File: src/design/rdp_pkg.sv
`default_nettype none

package rdp_pkg;

  localparam int unsigned CODE_W  = 8;
  localparam int unsigned YEAR_W  = 15;
  localparam int unsigned QUOT_W  = 9;
  localparam int unsigned MDAY_W  = 9;
  localparam int unsigned TOD_W   = 17;
  localparam int unsigned DAYS_W  = 22;
  localparam int unsigned SECS_W  = 38;

  localparam int unsigned SECS_PER_DAY = 86400;
  localparam int unsigned EPOCH_YEAR   = 1970;
  localparam int unsigned MAX_YEAR     = 9999;

  // whole days from year 1 through 1969
  localparam int unsigned DAYS_TO_EPOCH =
    (EPOCH_YEAR - 1) * 365 + (EPOCH_YEAR - 1) / 4 - (EPOCH_YEAR - 1) / 100 +
    (EPOCH_YEAR - 1) / 400;

  // floor(y / 100) as (y * RECIP_100) >> RECIP_SHIFT, exact for y below 10000
  localparam int unsigned RECIP_100   = 5243;
  localparam int unsigned RECIP_SHIFT = 19;
  localparam int unsigned RECIP_W     = 13;
  localparam int unsigned PROD_W      = YEAR_W + RECIP_W;

  typedef logic [CODE_W-1:0] code_t;
  typedef logic [YEAR_W-1:0] year_t;
  typedef logic [QUOT_W-1:0] quot_t;
  typedef logic [MDAY_W-1:0] mday_t;
  typedef logic [TOD_W-1:0]  tod_t;
  typedef logic [DAYS_W-1:0] days_t;
  typedef logic [SECS_W-1:0] secs_t;

  function automatic mday_t days_before_month(input logic [3:0] month_idx);
    mday_t d;
    unique case (month_idx)
      4'd0:    d = 9'd0;
      4'd1:    d = 9'd31;
      4'd2:    d = 9'd59;
      4'd3:    d = 9'd90;
      4'd4:    d = 9'd120;
      4'd5:    d = 9'd151;
      4'd6:    d = 9'd181;
      4'd7:    d = 9'd212;
      4'd8:    d = 9'd243;
      4'd9:    d = 9'd273;
      4'd10:   d = 9'd304;
      4'd11:   d = 9'd334;
      default: d = 9'd0;
    endcase
    return d;
  endfunction

  // packed bcd: high nibble times ten plus low nibble, no digit check
  function automatic code_t decode_byte(input code_t raw, input logic bin);
    code_t hi;
    code_t lo;
    hi = {4'd0, raw[7:4]};
    lo = {4'd0, raw[3:0]};
    if (bin) begin
      return raw;
    end
    return (hi << 3) + (hi << 1) + lo;
  endfunction

endpackage

`default_nettype wire

File: src/design/rdp_in_if.sv
`default_nettype none

interface rdp_in_if;
  import rdp_pkg::*;

  logic  valid;
  logic  ready;
  code_t second_code;
  code_t minute_code;
  code_t hour_code;
  code_t day_code;
  code_t month_code;
  code_t year_code;
  code_t century_code;

  modport source (
    output valid, second_code, minute_code, hour_code, day_code, month_code,
           year_code, century_code,
    input  ready
  );

  modport sink (
    input  valid, second_code, minute_code, hour_code, day_code, month_code,
           year_code, century_code,
    output ready
  );
endinterface

`default_nettype wire

File: src/design/rdp_out_if.sv
`default_nettype none

interface rdp_out_if;
  import rdp_pkg::*;

  logic  valid;
  logic  ready;
  secs_t posix_seconds;
  logic  date_valid;

  modport source (
    output valid, posix_seconds, date_valid,
    input  ready
  );

  modport sink (
    input  valid, posix_seconds, date_valid,
    output ready
  );
endinterface

`default_nettype wire

File: src/design/rtc_date_to_posix_seconds_core.sv
`default_nettype none

// Converts the seven raw clock-register bytes (seconds, minutes, hours,
// day, month, year, century) into seconds since 1970-01-01 00:00:00 under
// the Gregorian leap rule. Bytes are packed BCD unless cfg_wdata wrote
// binary mode; change the mode only while no request is in flight. Dates
// with a bad month, day, hour, minute or second, or a year outside
// 1970..9999, come out as zero with date_valid low. The block is a
// five-stage pipeline: a request can enter every cycle unless all stages
// are full and the output is stalled; each stage stalls only when the stage
// after it is full and stalled, so a waiting result does not block new
// requests while there is room. The year-to-days path (two reciprocal
// multiplies, then the day-count sum) and the final days*86400 multiply
// sit in their own stages.
module rtc_date_to_posix_seconds_core (
  input  wire logic clk,
  input  wire logic rst_n,
  input  wire logic cfg_we,
  input  wire logic cfg_wdata,
  rdp_in_if.sink    in_chan,
  rdp_out_if.source out_chan
);
  import rdp_pkg::*;

  // configuration
  logic binary_mode_r;

  always_ff @(posedge clk) begin
    if (!rst_n) begin
      binary_mode_r <= 1'b0;
    end else if (cfg_we) begin
      binary_mode_r <= cfg_wdata;
    end
  end

  // stage valid bits and per-stage advance enables
  logic v1_r, v2_r, v3_r, v4_r, v5_r;
  logic en1, en2, en3, en4, en5;

  assign en5 = !v5_r || out_chan.ready;
  assign en4 = !v4_r || en5;
  assign en3 = !v3_r || en4;
  assign en2 = !v2_r || en3;
  assign en1 = !v1_r || en2;

  // no request is taken while reset is held
  assign in_chan.ready = en1 && rst_n;

  always_ff @(posedge clk) begin
    if (!rst_n) begin
      v1_r <= 1'b0;
      v2_r <= 1'b0;
      v3_r <= 1'b0;
      v4_r <= 1'b0;
      v5_r <= 1'b0;
    end else begin
      if (en1) begin
        v1_r <= in_chan.valid;
      end
      if (en2) begin
        v2_r <= v1_r;
      end
      if (en3) begin
        v3_r <= v2_r;
      end
      if (en4) begin
        v4_r <= v3_r;
      end
      if (en5) begin
        v5_r <= v4_r;
      end
    end
  end

  // ---------------------------------------------------------------
  // stage 1: decode every byte from bcd or binary
  // ---------------------------------------------------------------
  code_t sec1_r, min1_r, hour1_r, day1_r, mon1_r, yy1_r, cen1_r;

  always_ff @(posedge clk) begin
    if (en1) begin
      sec1_r  <= decode_byte(in_chan.second_code,  binary_mode_r);
      min1_r  <= decode_byte(in_chan.minute_code,  binary_mode_r);
      hour1_r <= decode_byte(in_chan.hour_code,    binary_mode_r);
      day1_r  <= decode_byte(in_chan.day_code,     binary_mode_r);
      mon1_r  <= decode_byte(in_chan.month_code,   binary_mode_r);
      yy1_r   <= decode_byte(in_chan.year_code,    binary_mode_r);
      cen1_r  <= decode_byte(in_chan.century_code, binary_mode_r);
    end
  end

  // ---------------------------------------------------------------
  // stage 2: full year, field range checks, time of day, day in year
  // ---------------------------------------------------------------
  year_t year2_nxt;
  logic  fields_ok2_nxt;
  tod_t  tod2_nxt;
  mday_t mday2_nxt;
  logic  late2_nxt;

  always_comb begin
    year2_nxt = YEAR_W'(cen1_r) * YEAR_W'(100) + YEAR_W'(yy1_r);
    fields_ok2_nxt = (mon1_r >= 8'd1) && (mon1_r <= 8'd12) &&
                     (day1_r >= 8'd1) && (day1_r <= 8'd31) &&
                     (hour1_r <= 8'd23) && (min1_r <= 8'd59) &&
                     (sec1_r <= 8'd59);
    // only meaningful when the fields are in range; wraps otherwise
    tod2_nxt = TOD_W'(hour1_r) * TOD_W'(3600) + TOD_W'(min1_r) * TOD_W'(60) +
               TOD_W'(sec1_r);
    // day counts from zero within the year
    mday2_nxt = days_before_month(mon1_r[3:0] - 4'd1) + MDAY_W'(day1_r) -
                MDAY_W'(1);
    // leap day only counts after february
    late2_nxt = (mon1_r > 8'd2);
  end

  year_t year2_r;
  logic  fields_ok2_r;
  tod_t  tod2_r;
  mday_t mday2_r;
  logic  late2_r;

  always_ff @(posedge clk) begin
    if (en2) begin
      year2_r      <= year2_nxt;
      fields_ok2_r <= fields_ok2_nxt;
      tod2_r       <= tod2_nxt;
      mday2_r      <= mday2_nxt;
      late2_r      <= late2_nxt;
    end
  end

  // ---------------------------------------------------------------
  // stage 3: divide year and year-1 by 100 via reciprocal multiply
  // ---------------------------------------------------------------
  logic [PROD_W-1:0] prod_y3, prod_p3;
  quot_t q_year3_nxt, q_prev3_nxt;
  logic  year_ok3_nxt;

  always_comb begin
    prod_y3 = PROD_W'(year2_r) * PROD_W'(RECIP_100);
    prod_p3 = PROD_W'(year2_r - YEAR_W'(1)) * PROD_W'(RECIP_100);
    q_year3_nxt = prod_y3[RECIP_SHIFT +: QUOT_W];
    q_prev3_nxt = prod_p3[RECIP_SHIFT +: QUOT_W];
    year_ok3_nxt = (year2_r >= YEAR_W'(EPOCH_YEAR)) &&
                   (year2_r <= YEAR_W'(MAX_YEAR));
  end

  year_t year3_r;
  quot_t q_year3_r, q_prev3_r;
  logic  ok3_r;
  tod_t  tod3_r;
  mday_t mday3_r;
  logic  late3_r;

  always_ff @(posedge clk) begin
    if (en3) begin
      year3_r   <= year2_r;
      q_year3_r <= q_year3_nxt;
      q_prev3_r <= q_prev3_nxt;
      ok3_r     <= fields_ok2_r && year_ok3_nxt;
      tod3_r    <= tod2_r;
      mday3_r   <= mday2_r;
      late3_r   <= late2_r;
    end
  end

  // ---------------------------------------------------------------
  // stage 4: leap test and day count since the epoch
  // ---------------------------------------------------------------
  year_t prev4;
  year_t rem100_4;
  logic  leap4;
  days_t days4_nxt;

  always_comb begin
    prev4 = year3_r - YEAR_W'(1);
    rem100_4 = year3_r - YEAR_W'(q_year3_r) * YEAR_W'(100);
    // divisible by 400 is a century whose quotient is a multiple of four
    leap4 = (year3_r[1:0] == 2'd0) &&
            ((rem100_4 != '0) || (q_year3_r[1:0] == 2'd0));
    days4_nxt = DAYS_W'(prev4) * DAYS_W'(365) + DAYS_W'(prev4 >> 2) -
                DAYS_W'(q_prev3_r) + DAYS_W'(q_prev3_r >> 2) -
                DAYS_W'(DAYS_TO_EPOCH) + DAYS_W'(mday3_r) +
                DAYS_W'(late3_r && leap4);
  end

  days_t days4_r;
  logic  ok4_r;
  tod_t  tod4_r;

  always_ff @(posedge clk) begin
    if (en4) begin
      days4_r <= days4_nxt;
      ok4_r   <= ok3_r;
      tod4_r  <= tod3_r;
    end
  end

  // ---------------------------------------------------------------
  // stage 5: scale days to seconds, add time of day, zero if invalid
  // ---------------------------------------------------------------
  secs_t secs5_nxt;

  always_comb begin
    secs5_nxt = SECS_W'(days4_r) * SECS_W'(SECS_PER_DAY) + SECS_W'(tod4_r);
    if (!ok4_r) begin
      secs5_nxt = '0;
    end
  end

  secs_t secs5_r;
  logic  ok5_r;

  always_ff @(posedge clk) begin
    if (en5) begin
      secs5_r <= secs5_nxt;
      ok5_r   <= ok4_r;
    end
  end

  assign out_chan.valid         = v5_r;
  assign out_chan.posix_seconds = secs5_r;
  assign out_chan.date_valid    = ok5_r;

endmodule

`default_nettype wire

File: src/flat_wrapper.sv
// flat-port wrapper written by rule: the top's interface ports become plain ports
module rtc_date_to_posix_seconds_core_flat import rdp_pkg::*;
  (clk, rst_n, cfg_we, cfg_wdata, in_chan_valid, in_chan_second_code, in_chan_minute_code, in_chan_hour_code, in_chan_day_code, in_chan_month_code, in_chan_year_code, in_chan_century_code, in_chan_ready, out_chan_valid, out_chan_posix_seconds, out_chan_date_valid, out_chan_ready);
  rdp_in_if in_chan_i ();
  rdp_out_if out_chan_i ();
  input  wire logic clk;
  input  wire logic rst_n;
  input  wire logic cfg_we;
  input  wire logic cfg_wdata;
  input wire logic [$bits(in_chan_i.valid)-1:0] in_chan_valid;
  input wire logic [$bits(in_chan_i.second_code)-1:0] in_chan_second_code;
  input wire logic [$bits(in_chan_i.minute_code)-1:0] in_chan_minute_code;
  input wire logic [$bits(in_chan_i.hour_code)-1:0] in_chan_hour_code;
  input wire logic [$bits(in_chan_i.day_code)-1:0] in_chan_day_code;
  input wire logic [$bits(in_chan_i.month_code)-1:0] in_chan_month_code;
  input wire logic [$bits(in_chan_i.year_code)-1:0] in_chan_year_code;
  input wire logic [$bits(in_chan_i.century_code)-1:0] in_chan_century_code;
  output wire logic [$bits(in_chan_i.ready)-1:0] in_chan_ready;
  output wire logic [$bits(out_chan_i.valid)-1:0] out_chan_valid;
  output wire logic [$bits(out_chan_i.posix_seconds)-1:0] out_chan_posix_seconds;
  output wire logic [$bits(out_chan_i.date_valid)-1:0] out_chan_date_valid;
  input wire logic [$bits(out_chan_i.ready)-1:0] out_chan_ready;
  assign in_chan_i.valid = in_chan_valid;
  assign in_chan_i.second_code = in_chan_second_code;
  assign in_chan_i.minute_code = in_chan_minute_code;
  assign in_chan_i.hour_code = in_chan_hour_code;
  assign in_chan_i.day_code = in_chan_day_code;
  assign in_chan_i.month_code = in_chan_month_code;
  assign in_chan_i.year_code = in_chan_year_code;
  assign in_chan_i.century_code = in_chan_century_code;
  assign in_chan_ready = in_chan_i.ready;
  assign out_chan_valid = out_chan_i.valid;
  assign out_chan_posix_seconds = out_chan_i.posix_seconds;
  assign out_chan_date_valid = out_chan_i.date_valid;
  assign out_chan_i.ready = out_chan_ready;
  rtc_date_to_posix_seconds_core u_core (.clk(clk), .rst_n(rst_n), .cfg_we(cfg_we), .cfg_wdata(cfg_wdata), .in_chan(in_chan_i), .out_chan(out_chan_i));
endmodule
File: config.mk
export PLATFORM = sky130hd
export DESIGN_NAME = rtc_date_to_posix_seconds_core_flat
export DESIGN_NICKNAME = d
export VERILOG_FILES = /design/src/design/rdp_pkg.sv /design/src/design/rdp_in_if.sv /design/src/design/rdp_out_if.sv /design/src/design/rtc_date_to_posix_seconds_core.sv /design/src/flat_wrapper.sv
export SDC_FILE = /design/constraint.sdc
export NUM_CORES = 2
export LEC_CHECK = 0
export ABC_AREA = 1
export ABC_CLOCK_PERIOD_IN_PS = 19650
export CORE_ASPECT_RATIO = 0.9
export CORE_UTILIZATION = 30
export CTS_CLUSTER_DIAMETER = 80
export DETAILED_ROUTE_END_ITERATION = 6
export DONT_BUFFER_PORTS = 1
export PLACE_DENSITY = 0.52
export SETUP_SLACK_MARGIN = 0.4
export SLEW_MARGIN = 20
export SYNTH_ARGS = -nofsm -noshare
export SYNTH_HDL_FRONTEND = slang
export SYNTH_SLANG_ARGS = --single-unit
File: constraint.sdc
create_clock -name clk -period 19.65 [get_ports clk]
set_clock_uncertainty 0.05 [all_clocks]
set_input_delay 0.9825 -clock clk [delete_from_list [all_inputs] [get_ports clk]]
set_output_delay 0.9825 -clock clk [all_outputs]
set_load 0.01 [all_outputs]
==> reports/summary.txt <==
status: completed
Setup crit end kind: flip-flop
CTS Hold Bufs: 0
crit path max-delay cell type: fa_1
CTS clk-pin slew, worst paths: 0.06 ns
# resized after CTS: 0
syn_nets: 4719
Synth Area per Inst: 9.11 µm²
CTS Buf Count: 34
Synth Flop Type: edfxtp_1
Area Growth Syn to Fin: 9.15%
met2 wire length: 30.4 mm
Initial Utilization: 30.4%
die width: 354 µm
routed vias/inst: 4.34
largest net degree at the start of global routing: 63
critical path class: flip-flop to flip-flop
minimum clock period: 8.58 ns
drt pass-1 iters: 5
Initial DRC Count: 1063
Antenna Cells: 0
Routed Antenna Nets: 0
fraction of registers with async set/reset: 0%
layout cells sized above 1: 4.32%
Nets: 4751
num ports: 103
Final Hold Fails: 0
YS warnings: 0
Data arrival, critical path: 8.81 ns
Worst setup SP type: flip-flop
Core ar.: 110000 µm²
fin crit share: 43.6%
global-route wire length before repair: 121 mm
endpoints failing setup: 0
Hold/Removal Path Class: flip-flop to flip-flop
Post-synth EDFFs: 239
required time worst endpoint: 19.88 ns
port bufs: 0
clk sink count: 245
largest stage delay on the critical path: 0.52 ns
CTS max path bufs: 3
Max Used Layer: met5
most common cell after layout, fill and taps aside: inv_1
Die ar.: 113000 µm²
Routability Congestion: 0.870
RSZ-0062 raised after global routing: false
Max Fanout on Critical Path: 4
hpwl dp: 63.4 mm
Least-Margin Pin Slew: 0.917 ns
setup TNS: 0 ns
Netlist cell types: 48
initial antenna violation count: 2
CTS H-Tree Depth: 2
commonest non-fill, non-tap cells in the layout: inv_1, ha_1, nand2_1
register area share after synthesis: 21.8%
row count: 115
vias in the first global route: 23000
Post-Route WL: 72.7 mm
clock root buffer: clkbuf_16
DRT met1 WL: 38.1 mm
synthesis-stage register bit count: 245
# DRC: 0
Slew headroom: 38.7%
Die H: 319 µm
max-slew violation count: 0
met3 routed WL: 3.25 mm
routed vias: 22500
postcts setup bufs: 0
Max-Cap Viols: 0
FMAX: 117 MHz
wire per inst: 14.0 µm
CTS tree: built
gr usage total: 13.2%
GR Overflow Total: 0
cells after synthesis: 3668
synthesized area: 33400 µm²
clk_lat worst skew: 0.55 ns
## logic make-up after synthesis
kind of cell	after synthesis	synth area share, %
AND/OR/NAND/NOR	994	13.0
AO/OA/AOI/OAI	354	5.96
flip-flops	245	21.8
XOR/XNOR	162	4.27
buffers and inverters	924	10.4
adder cells (fa/ha/maj)	989	44.6
## metal layers
| metal | vias up | GRT usage, % |
|---|---|---|
| met3 | 58 | 2.40 |
| li1 | 11700 | - |
| met5 | - | 0 |
| met1 | 10400 | 19.4 |
| met4 | 4 | 2.07 |
| met2 | 309 | 20.2 |
## synthesized netlist by cell type, types with 3 or more instances
master    number  area (µm²)
o211ai_1       8        60.1
o31ai_1        4        30.0
xor2_1       106         928
a211oi_1       7        52.6
edfxtp_1     239        7180
a21o_1        12        90.1
o21a_1        17         128
inv_1        892        3350
a31oi_1       16         100
nand3b_1       7        52.6
nand3_1      109         546
xnor2_1       55         482
clkbuf_1       9        33.8
nand3_2        8        80.1
nor2_2        11        68.8
o21bai_1      14         105
nor2_4        12         135
or2_2         10        62.6
o21ai_0       95         475
nand4_1       39         244
o221ai_1       3        26.3
nand2_2       30         188
nor2_1       170         638
nor4_1         4        25.0
clkinv_1       3        11.3
a21boi_0       3        22.5
ha_1         652        8160
a21oi_1      168         841
inv_2         16        60.1
dfxtp_1        6         120
nor3_1        21         105
nand2_1      566        2120
fa_1         337        6750
## stage by stage
step	cells	hold slack [ns]	area [µm²]	utilization (%)	setup slack, ns
global route	5188	0.373	36500	33.2	10.50
floorplan	3668	0.350	33400	-	11.91
finish	5188	0.364	36500	33.2	11.07
global placement	5126	0.352	35300	32.1	11.16
CTS	5188	0.368	36500	33.2	11.03
detailed placement	5126	0.355	35300	32.1	11.03
## area by class of cell
cell class | count | area, µm²
clock inverter | 23 | 353
multi-input combinational | 2499 | 22700
inverter | 911 | 3420
timing repair buffer | 9 | 67.6
tap | 1462 | 1830
clock buffer | 39 | 870
sequential | 245 | 7300
fill | 11500 | 73400
## path summary, 6_finish.rpt
kind / cells past startpoint / slack [ns] / end / from
worst max-delay path: 34 / 11.07 / u_core.days4_r[19] / u_core.q_year3_r[3]
worst min register to register: 0 / 0.36 / u_core.tod3_r[12] / u_core.tod2_r[12]
worst max register to register: 34 / 11.07 / u_core.days4_r[19] / u_core.q_year3_r[3]
worst min-delay path: 0 / 0.36 / u_core.tod3_r[12] / u_core.tod2_r[12]
## critical path, delay by kind of cell, from the launching register on
family	cells	cell delay [ns]
and+or+nand+nor	5	0.76
xor gates and xnor gates	3	0.44
DFF	1	0.45
buffers and inverters	3	0.21
AOI/OAI and AO/OA	11	1.84
adders and majority gates	12	4.57
## registers in the layout, summed over array words and instances, names as in the netlist, 8 cells and up
name and flops:
u_core.tod2_r 17, u_core.tod4_r 17, u_core.out_chan.posix_seconds 38, u_core.year3_r 15
u_core.days4_r 22, u_core.cen1_r 8, u_core.q_prev3_r 9, u_core.day1_r 8
u_core.min1_r 8, u_core.mon1_r 8, u_core.tod3_r 17, u_core.q_year3_r 9
u_core.hour1_r 8, u_core.yy1_r 8, u_core.mday2_r 9, u_core.sec1_r 8
u_core.year2_r 15, u_core.mday3_r 9
Power is not shown: default switching activity piles up to over one toggle a cycle in this logic, so the estimate is an artifact.
